**src/rtl/sgs_pkg.sv**
```systemverilog
package sgs_pkg;

   localparam int ANGLE_BITS_DEF = 16;
   localparam int RANGE_BITS_DEF = 16;
   localparam int CSR_IDX_BITS   = 3;
   localparam int CSR_DATA_BITS  = 16;
   localparam int QUEUE_DEPTH    = 4;
   localparam int QUEUE_PTR_BITS = 2;

   // register indexes
   localparam logic [CSR_IDX_BITS-1:0] CSR_ANGLE_START = 3'd0;
   localparam logic [CSR_IDX_BITS-1:0] CSR_ANGLE_STEP  = 3'd1;
   localparam logic [CSR_IDX_BITS-1:0] CSR_HALF_WIDTH  = 3'd2;
   localparam logic [CSR_IDX_BITS-1:0] CSR_INNER_MARG  = 3'd3;
   localparam logic [CSR_IDX_BITS-1:0] CSR_THRESHOLD   = 3'd4;
   localparam logic [CSR_IDX_BITS-1:0] CSR_GAIN        = 3'd5;
   localparam logic [CSR_IDX_BITS-1:0] CSR_FWD_SPEED   = 3'd6;

   // polynomial coefficients, Q15
   localparam logic [16:0] PI_Q15     = 17'd102944;
   localparam logic [15:0] C2PI5_Q15  = 16'd42047;
   localparam logic [12:0] PI3_Q15    = 13'd4640;
   localparam int          CORR_MAX   = 32767;

   // word moved from front to back
   typedef struct packed {
      logic signed [16:0] x_mm;   // lateral, clamped
      logic signed [16:0] y_mm;
      logic               valid;
      logic               last;
   } point_type;

endpackage

```
**src/rtl/sgs_back.sv**
```systemverilog
// Back: band tests, correction, extreme tracking, result queue.
module sgs_back (
   input  logic                 clock,
   input  logic                 reset,
   input  logic                 in_go,
   input  sgs_pkg::point_type   in_point,
   input  logic [15:0]          half_width,
   input  logic [15:0]          inner_margin,
   input  logic [15:0]          threshold,
   input  logic [11:0]          gain,
   input  logic [11:0]          fwd_speed,
   input  logic                 pop,
   output logic                 empty,
   output logic                 room,
   output logic signed [16:0]   turn_rate,
   output logic [11:0]          linear_speed
);
   import sgs_pkg::*;

   logic signed [16:0] left_ff, left_in, right_ff, right_in;
   logic signed [16:0] fl, fr;
   logic signed [18:0] m;
   logic [30:0] mp;
   logic [22:0] mag_raw;
   logic signed [16:0] mag;
   logic in_left, in_right, near;
   logic [16:0] q_turn [QUEUE_DEPTH];
   logic [11:0] q_spd [QUEUE_DEPTH];
   logic [QUEUE_PTR_BITS-1:0] wp_ff, rp_ff;
   logic [QUEUE_PTR_BITS:0] cnt_ff;
   logic push;

   // correction magnitude and band membership
   always_comb begin
      near = in_point.y_mm < signed'({1'b0, threshold});
      m = 19'(signed'({1'b0, threshold})) - 19'(in_point.y_mm);
      mp = 31'(unsigned'(m[17:0])) * 31'(gain) + 31'd128;
      mag_raw = 23'(mp >> 8);
      mag = mag_raw > 23'(CORR_MAX) ? 17'(CORR_MAX) : signed'(17'(mag_raw));
      in_left = in_point.x_mm > -signed'({1'b0, half_width})
             && in_point.x_mm < -signed'({1'b0, inner_margin});
      in_right = in_point.x_mm < signed'({1'b0, half_width})
              && in_point.x_mm > signed'({1'b0, inner_margin});
   end

   // extremes with this point folded in; the last point counts in the sum
   always_comb begin
      fl = left_ff; fr = right_ff;
      if (in_point.valid && near) begin
         if (in_left && -mag < left_ff) fl = -mag;
         if (in_right && mag > right_ff) fr = mag;
      end
      left_in = left_ff; right_in = right_ff;
      if (in_go) begin
         left_in = fl; right_in = fr;
         if (in_point.last) begin
            left_in = '0; right_in = '0;
         end
      end
   end

   assign push = in_go && in_point.last;

   // result queue
   always_ff @(posedge clock) begin
      if (reset) begin
         left_ff <= '0; right_ff <= '0; wp_ff <= '0; rp_ff <= '0; cnt_ff <= '0;
      end else begin
         left_ff <= left_in; right_ff <= right_in;
         if (push) wp_ff <= wp_ff + 1'b1;
         if (pop && !empty) rp_ff <= rp_ff + 1'b1;
         cnt_ff <= cnt_ff + (push ? 1'b1 : 1'b0) - ((pop && !empty) ? 1'b1 : 1'b0);
      end
      if (push) begin
         q_turn[wp_ff] <= fl + fr;
         q_spd[wp_ff] <= fwd_speed;
      end
   end

   assign empty = (cnt_ff == '0);
   assign room = (cnt_ff < (QUEUE_PTR_BITS+1)'(QUEUE_DEPTH - 1));
   assign turn_rate = signed'(q_turn[rp_ff]);
   assign linear_speed = q_spd[rp_ff];

`ifndef NO_ASSERTIONS
   a_left_sign: assert property (@(posedge clock) disable iff (reset)
      left_ff <= 17'sd0) else $error("left correction positive");
   a_right_sign: assert property (@(posedge clock) disable iff (reset)
      right_ff >= 17'sd0) else $error("right correction negative");
   a_no_overflow: assert property (@(posedge clock) disable iff (reset)
      push |-> cnt_ff < (QUEUE_PTR_BITS+1)'(QUEUE_DEPTH)) else $error("queue overflow");
`endif
endmodule
```
**config.mk**
```make
export PLATFORM = sky130hd
export DESIGN_NAME = sgs_back
export DESIGN_NICKNAME = d
export VERILOG_FILES = /design/src/rtl/sgs_pkg.sv /design/src/rtl/sgs_back.sv
export SDC_FILE = /design/constraint.sdc
export NUM_CORES = 1
export LEC_CHECK = 0
export ABC_AREA = 0
export BUFFER_PORTS_ARGS = -buffer_cell sky130_fd_sc_hd__buf_4
export CAP_MARGIN = 0
export CORE_MARGIN = 2
export CORE_UTILIZATION = 50
export CTS_CLUSTER_SIZE = 10
export DETAILED_ROUTE_END_ITERATION = 8
export MAX_ROUTING_LAYER = met4
export PLACE_DENSITY = 0.71
export SLEW_MARGIN = 20
export SYNTH_ARGS = -nofsm -noshare
export SYNTH_HDL_FRONTEND = slang
export SYNTH_SLANG_ARGS = --single-unit
```
**constraint.sdc**
```tcl
create_clock -name clock -period 15.84 [get_ports clock]
set_input_delay 3.168 -clock clock [delete_from_list [all_inputs] [get_ports clock]]
set_output_delay 3.168 -clock clock [all_outputs]
set_load 0.05 [all_outputs]
```
# == Word level (Yosys, flattened, before mapping) ==
# Memory sizes are Yosys's and may differ from the RTL's. A register that Yosys moved wholly into a read port is not among the register bits.
# Cells that the tools add are included.
# op_classes
add_sub_neg,10
muxes,15
multipliers,1
reduce_logical,9
n_lt_le_gt_ge,9
# ops
cell,n
$mux W17,7
$lt A17 B17 Y1,4
$gt A17 B17 Y1,3
$neg A16 Y17,2
$add A30 B8 Y31 const B,1
$mul A18 B12 Y30,1
$gt A23 B15 Y1 const B,1
$sub A17 B17 Y18,1
$add A17 B17 Y17,1
$neg A17 Y17,1
$mux W2,4
$logic_and A1 B1 Y1,7
$add A2 B1 Y2 const B,2
$mux W1,4
$add A3 B1 Y3,1
$logic_not A3 Y1,1
$lt A3 B2 Y1 const B,1
$sub A3 B1 Y3,1
$logic_not A1 Y1,1
# word_totals
word_cells,51
ramBits,116
register_bits,41
in_bits,112
out_inout_bits,31
memories,2
# mem_list
memory,words,width,read_ports,rd_ports_with_merged_regs,wr,line,text
q_turn,4,17,1,1,1,sgs_back.sv:27,logic [16:0] q_turn [QUEUE_DEPTH];
q_spd,4,12,1,1,1,sgs_back.sv:28,logic [11:0] q_spd [QUEUE_DEPTH];

# == Logic depth before layout (Yosys ltp) ==
# Gate-level depths: netlist of the first run.
# depth
ltp_word,11
depth_mapped,68
ltp_nobuf,63

# == Worst setup path before layout of the first run ==
# Ideal clock, no wire load.
# synth_timing
path_type,input to register
startpoint,input threshold[0]
endpoint,"memory q_turn[0][16], data pin"
cell_stages,64
t_required_ns,15.567
arrival_ns,16.161
setup_ns,0.273
path_slack_ns,-0.594
path_buffers,5
path_cell_list,inv_1 -> ha_1 -> inv_1 -> fa_1 -> a21o_1 -> a221oi_1 -> o21ai_0 -> a21oi_1 -> nor2b_1 -> o21a_1 -> o21a_1 -> nor2_1 -> o21ai_0 -> xor2_1 -> clkbuf_1 -> and2_1 -> fa_1 -> fa_1 -> [... 28 more ...] -> a21oi_1 -> a31oi_4 -> o21ai_4 -> clkbuf_1 -> a21oi_1 -> ha_1 -> fa_1 -> a21o_1 -> a21oi_1 -> o21bai_1 -> a21oi_1 -> o21bai_1 -> a41oi_1 -> a21oi_1 -> a211o_1 -> a21oi_1 -> xnor2_1 -> xnor2_1
# synth_via
elab_chain_cells,11
word_cells_on_any_way,17
classes_between,add/sub (4); mul (1); order compare (4); mux (5); reduce/logical (3)
# synth_rtl
element,line,text
from (decl),sgs_back.sv:9,"input logic [15:0] threshold,"
$sub A17 B17 Y18,sgs_back.sv:36,"m = 19'(signed'({1'b0, threshold})) - 19'(in_point.y_mm);"
$mul A18 B12 Y30,sgs_back.sv:37,mp = 31'(unsigned'(m[17:0])) * 31'(gain) + 31'd128;
$add A30 B8 Y31,sgs_back.sv:37,
$gt A23 B15 Y1,sgs_back.sv:39,mag = mag_raw > 23'(CORR_MAX) ? 17'(CORR_MAX) : signed'(17'(mag_raw));
$mux W17,sgs_back.sv:39,
$neg A17 Y17,sgs_back.sv:50,if (in_left && -mag < left_ff) fl = -mag;
$lt A17 B17 Y1,sgs_back.sv:50,
$logic_and A1 B1 Y1,sgs_back.sv:50,
$mux W17,sgs_back.sv:50,
$mux W17,sgs_back.sv:49,if (in_point.valid && near) begin
$add A17 B17 Y17 (*),sgs_back.sv:75,q_turn[wp_ff] <= fl + fr;
to (decl),sgs_back.sv:27,
# Every way passes the cells marked *; elsewhere a longest branch is shown, timed or not.

# == Final worst setup path of the first run ==
# layout_timing
startpoint,input threshold[0]
endpoint,"memory q_turn[3][16], data pin"
# Same word-level chain as after synthesis.

==> results of run 1 <==
-- cell usage in the layout (no fill, tap or decap), types with 36 or more instances in the layout --
cell / n
edfxtp_1: 116
buf_4: 228
dfxtp_1: 42
a21o_1: 36
ha_1: 214
and2_1: 100
fa_1: 160
o21ai_0: 52
xnor2_1: 63
nand3_1: 46
nor2_1: 78
nand2_1: 167
a21oi_1: 72
nor3_1: 36
inv_1: 305
nor2b_1: 37
-- sequential cells by signal (all words and copies together), names as in the netlist, named ones only --
| register | cells |
|---|---|
| cnt_ff | 3 |
| left_ff | 17 |
| q_spd | 48 |
| q_turn | 68 |
| right_ff | 17 |
| rp_ff | 2 |
| wp_ff | 2 |
-- through the flow --
stage	cells	hold WS (ns)	setup TNS (ns)	util, %	area (um^2)
floorplan	1958	0.451	0	-	18600
global placement	2570	0.460	0	56.1	20500
detailed placement	2570	0.470	-5.17	56.1	20500
CTS	2602	0.480	0	57.7	21100
global route	2617	0.497	-1.93	58.9	21600
finish	2617	0.481	0	58.9	21600
-- final timing paths --
path / endpoint / start / slack (ns)
hold reg to reg: right_ff[5] / right_ff[5] / 0.48
setup / recovery: q_turn[3][16] / threshold[0] / 0.50
hold / removal: right_ff[5] / right_ff[5] / 0.48
setup reg to reg: q_turn[3][16] / right_ff[1] / 10.78
-- final cells by class --
type                            instances  area [um^2]  share of cell area [%]
Clock buffer                           17          425                    1.97
Clock inverter                         15          153                   0.708
Inverter                              307         1150                    5.34
Multi-Input combinational cell       1419        13100                    60.9
Sequential cell                       159         4350                    20.2
Tap cell                              468          586                    2.71
Timing Repair Buffer                  232         1760                    8.16
-- logic make-up after synthesis --
logic type | after synthesis
compound gates | 299
xor+xnor | 84
fa+ha+maj | 384
buf+inv | 380
flops | 159
mux | 53
other cells | 1
simple gates | 597
-- timing repair --
action | 4_1_cts | 5_1_grt
hold buffers | 0 | 0
endpoints found under the setup margin | 0 | 45
gates resized for setup | 0 | 76
buffers inserted | 0 | 14
-- critical path: cells and delay by family --
family / cells / cell delay (ns)
fa+ha+maj: 11 / 4.04
compound gates: 28 / 5.23
buf+inv: 8 / 0.73
xor+xnor: 4 / 0.63
simple gates: 11 / 1.65
-- routing by layer --
layer  GRT usage (%)  routed length [um]  up-vias
li1                -                   -     6992
met1            30.6               18900     7202
met2            41.0               21400      413
met3            2.48                2100       81
met4            6.54                1000        0
met5               -                   0        -
==> summary.md, run 1 <==
| Metric | Value |
|---|---|
| Synth Cell Area | roughly 19000 um^2 |
| FMAX | between 0.06 and 0.07 GHz |
| Number of fill cells in the layout | approximately 3200 |
| CTS Buf Count | 17 |
| Tightest Hold Check Type | reg2reg |
| Synth Area in Adders | approximately a third |
| Crit path kind | in2reg |
| Critical Path RT | ~16 ns |
| R2R cell count | 24 |
| Simple-Gate Fraction of Synth Area | approximately 17% |
| Vias in the first global route | 15300 |
| Top_reg_cell synth | edfxtp_1 |
| WP data arrival | roughly 16 ns |
| Synth Area in XOR/XNOR | under 10% |
| CTS tree | built |
| Die ar. | 38700 um^2 |
| Routed len/inst | around 17 um |
| Residual DRC | 0 |
| Synth unique cells | 78 |
| Worst Skew | around 0.013 ns |
| GRT overflow | 0 |
| Run status | finished, final reports clean |
| Global-route wire length before repair | 73300 um |
| FP Rows | 70 |
| Clock sink count | roughly 160 |
| Io pins | between 100 and 150 |
| Avg Inst Size Synth | between 9 and 10 um^2 |
| Share of cells above drive strength 1 | 18.5% |
| Area grow syn2layout | 16.2% |
| Number of port buffers | roughly 140 |
| Post-synthesis compound-gate area fraction | between 10% and 20% |
| Post-synthesis sequential area ratio | a little under a quarter |
| # diodes | 0 |
| Vias | 14700 |
| Synth Warn # | 0 |
| DP HPWL | between 30000 and 40000 um |
| Critical Path Sink Type | register |
| Core area | 36600 um^2 |
| Fin. max-slew vios | 0 |
| Tmin final | ~15 ns |
| Max-Cap Viols | 0 |
| Routability cong. | about 0.94 |
| Clock Tree Root | clkbuf_16 |
| Number of synthesized register bits | 159 |
| Critical path startpoint category | input pin |
| Die H | 197 um |
| Worst setup margin | slightly above 0.5 ns |
| Final WL | approximately 43000 um |
| Pin count of the biggest net entering global routing | 42 |
| Initial drt markers | ~870 |
| Routed Antenna Nets | 0 |
| Worst Tran Pin Value | about 1.1 ns |
| Crit path top cell by count | a21oi_2 |
| Vias per cell | around 5.6 |
| Post-synthesis mux area share | under 10% |
| Worst hold path cell count | 2 |
| Synth cell count leaders | inv_1, ha_1, nand2_1, fa_1, edfxtp_1 |
| Top cells by area, synth | edfxtp_1, fa_1, ha_1, inv_1, dfxtp_1 |
| Final period util | between 90% and 100% |
| Most instantiated library cell after synthesis | inv_1 |
| Post-synthesis async set-or-reset flop share | 0% |
| Clk buf depth | 2 |
| Die W | between 150 and 200 um |
| Nets | 2632 |
| Critical Path Max Stage Delay | between 0.5 and 0.6 ns |
| Largest family of logic cells by synthesized area | adder cells |
| Worst-path maximum fanout | 8 |
| DR pass1 iterations | 5 |
| Hold Vio Cnt, Final | 0 |
| Cells after Synth | 1957 |
| H-tree depth | 4 |
| Synth area leader | edfxtp_1 |
| Slowest CP cell | fa_1 |
| Rel. slew slack | between 20% and 30% |
| Clock slew at reported path FFs | 0.07 ns |
| GR Util All Layers | a little under a quarter |
| Number of synthesized flops with an enable pin | between 100 and 150 |
| Pre-CTS setup slack | -0.430 ns |
| Setup-failing EPs final | 0 |
| Initial antenna violation count | 0 |
| Post-synth top area share | a little under a fifth |
| Worst skew pair latency | about 0.43 ns |
| Initial core utilization | approximately half |
Power of run 1 is not shown: default switching activity piles up to over one toggle a cycle in this logic, so the estimate is an artifact.
==> run 2, diff against run 1 <==
- HOLD_SLACK_MARGIN: default -> 0.1
- MAX_ROUTING_LAYER: met4 -> default
==> run 2 against run 1 <==
  * Register-to-register slack lost 0.11 ns
  * Via count shrank 0.95%
  * Critical endpoint is now q_turn[0][16]
  * Fmax grew 0.21%
  * Global-route usage shrank 0.97 points
  * Sequential share of layout area is essentially flat
  * Final cell count is essentially flat
  * Largest cell class unchanged
==> summary.md, run 2 (synthesized netlist as in run 1, its figures left out) <==
| Metric | Value |
|---|---|
| Run status | finished, final reports clean |
| Final period util | ~97% |
| DP HPWL | 33900 um |
| Routed Antenna Nets | 0 |
| Die H | about 200 um |
| Io pins | 143 |
| Most frequent cells in the layout | inv_1, buf_4, ha_1 |
| Clock sink count | between 150 and 200 |
| Most flops, register | q_turn |
| Most common cell after layout, fill and taps aside | inv_1 |
| Nets | 2631 |
| Clk buf depth | 2 |
| Crit path top cell by count | a21oi_2 |
| Initial drt markers | a little over 900 |
| Area grow syn2layout | 15.9% |
| Initial antenna violation count | 0 |
| Placed Instances | ~2600 |
| GR Util All Layers | a little under a quarter |
| Pin count of the biggest net entering global routing | 42 |
| Initial core utilization | 50.7% |
| Max-Cap Viols | 0 |
| CTS tree | built |
| Hold Vio Cnt, Final | 0 |
| DR pass1 iterations | 5 |
| Die ar. | 38700 um^2 |
| CTS Buf Count | 17 |
| Vias | around 15000 |
| Worst-path maximum fanout | 6 |
| Top Usage Layer GRT | met2 |
| Vias in the first global route | roughly 15000 |
| Clock Tree Root | clkbuf_16 |
| Crit path kind | in2reg |
| GRT overflow | 0 |
| Routability cong. | around 0.92 |
| Tightest Hold Check Type | reg2reg |
| Worst Tran Pin Value | about 1.1 ns |
| Critical Path Sink Type | register |
| Share of cells above drive strength 1 | between 10% and 20% |
| Max FFs per register | between 60 and 70 |
| FMAX | ~0.065 GHz |
| Grt met2 use | between 30 and 40% |
| Critical path startpoint category | input pin |
| Worst hold path cell count | 2 |
| Vias per cell | about 5.6 |
| Worst Skew | roughly 0.014 ns |
| Finished Layout Cells | 2616 |
| Tmin final | 15.31 ns |
| R2R cell count | 24 |
| Regs by FF count | q_turn (68), q_spd (48) |
| Number of port buffers | about 140 |
| Met3 Track Usage GR | 2.84% |
| Post-route setup TNS | 0 ns |
| Final WL | around 43000 um |
| Core area | 36600 um^2 |
| Rel. slew slack | 28.4% |
| Critical Path RT | ~16 ns |
| Fin. max-slew vios | 0 |
| Global-route wire length before repair | just over 70000 um |
| Setup-failing EPs final | 0 |
| Final hold slack | roughly 0.48 ns |
| FP Rows | 70 |
| Slowest CP cell | fa_1 |
| Met1 usage | 30.7% |
| Residual DRC | 0 |
| Worst skew pair latency | between 0.4 and 0.5 ns |
| H-tree depth | 4 |
| Routed len/inst | 16.4 um |
| Area after DPL | roughly 21000 um^2 |
| Die W | slightly below 200 um |
| Critical Path Max Stage Delay | approximately 0.54 ns |
| Clock slew at reported path FFs | approximately 0.06 ns |
| Fin area | 21500 um^2 |
| # diodes | 0 |
| WP data arrival | between 15 and 20 ns |
-- run 2: worst max-delay path, delay by kind of cell --
family | cells | cell delay (ns)
compound gates | 28 | 5.10
fa+ha+maj | 12 | 4.13
simple gates | 11 | 1.84
xor+xnor | 4 | 0.76
buf+inv | 6 | 0.40
-- run 2: layer usage --
metal | vias to the layer above | wire (um)
li1 | 6984 | -
met3 | 57 | 2190
met2 | 417 | 20900
met1 | 7090 | 18800
met4 | 0 | 843
met5 | - | 0
-- run 2: cell type report --
cell class                 count  area, um^2
fill                        3125       15100
tap                          468         586
clock inverter                15         154
sequential                   159        4350
multi-input combinational   1419       13100
clock buffer                  17         425
inverter                     307        1150
timing repair buffer         231        1740
-- run 2: repair_timing --
action,4_1_cts,5_1_grt
gates resized for setup,1,68
hold buffers,0,0
setup buffers,1,10
setup endpoints to repair,4,48
pin swaps,2,35
gates cloned,0,1
-- run 2: final timing paths --
check,startpoint,slack [ns],endpoint
min reg2reg,left_ff[1],0.48,left_ff[1]
max reg2reg,right_ff[1],10.67,q_turn[0][16]
min,left_ff[1],0.48,left_ff[1]
max,threshold[0],0.53,q_turn[0][16]
-- run 2: through the flow --
| step | utilization [%] | worst slack [ns] |
|---|---|---|
| final | 58.8 | 0.534 |
| after global routing | 58.8 | -0.152 |
| after CTS | 57.8 | 0.0584 |
| after detailed placement | 56.2 | -0.468 |
| after global placement | 56.2 | -0.0153 |
| after floorplan | - | 0.0189 |
Power of run 2 is left out for the same reason.
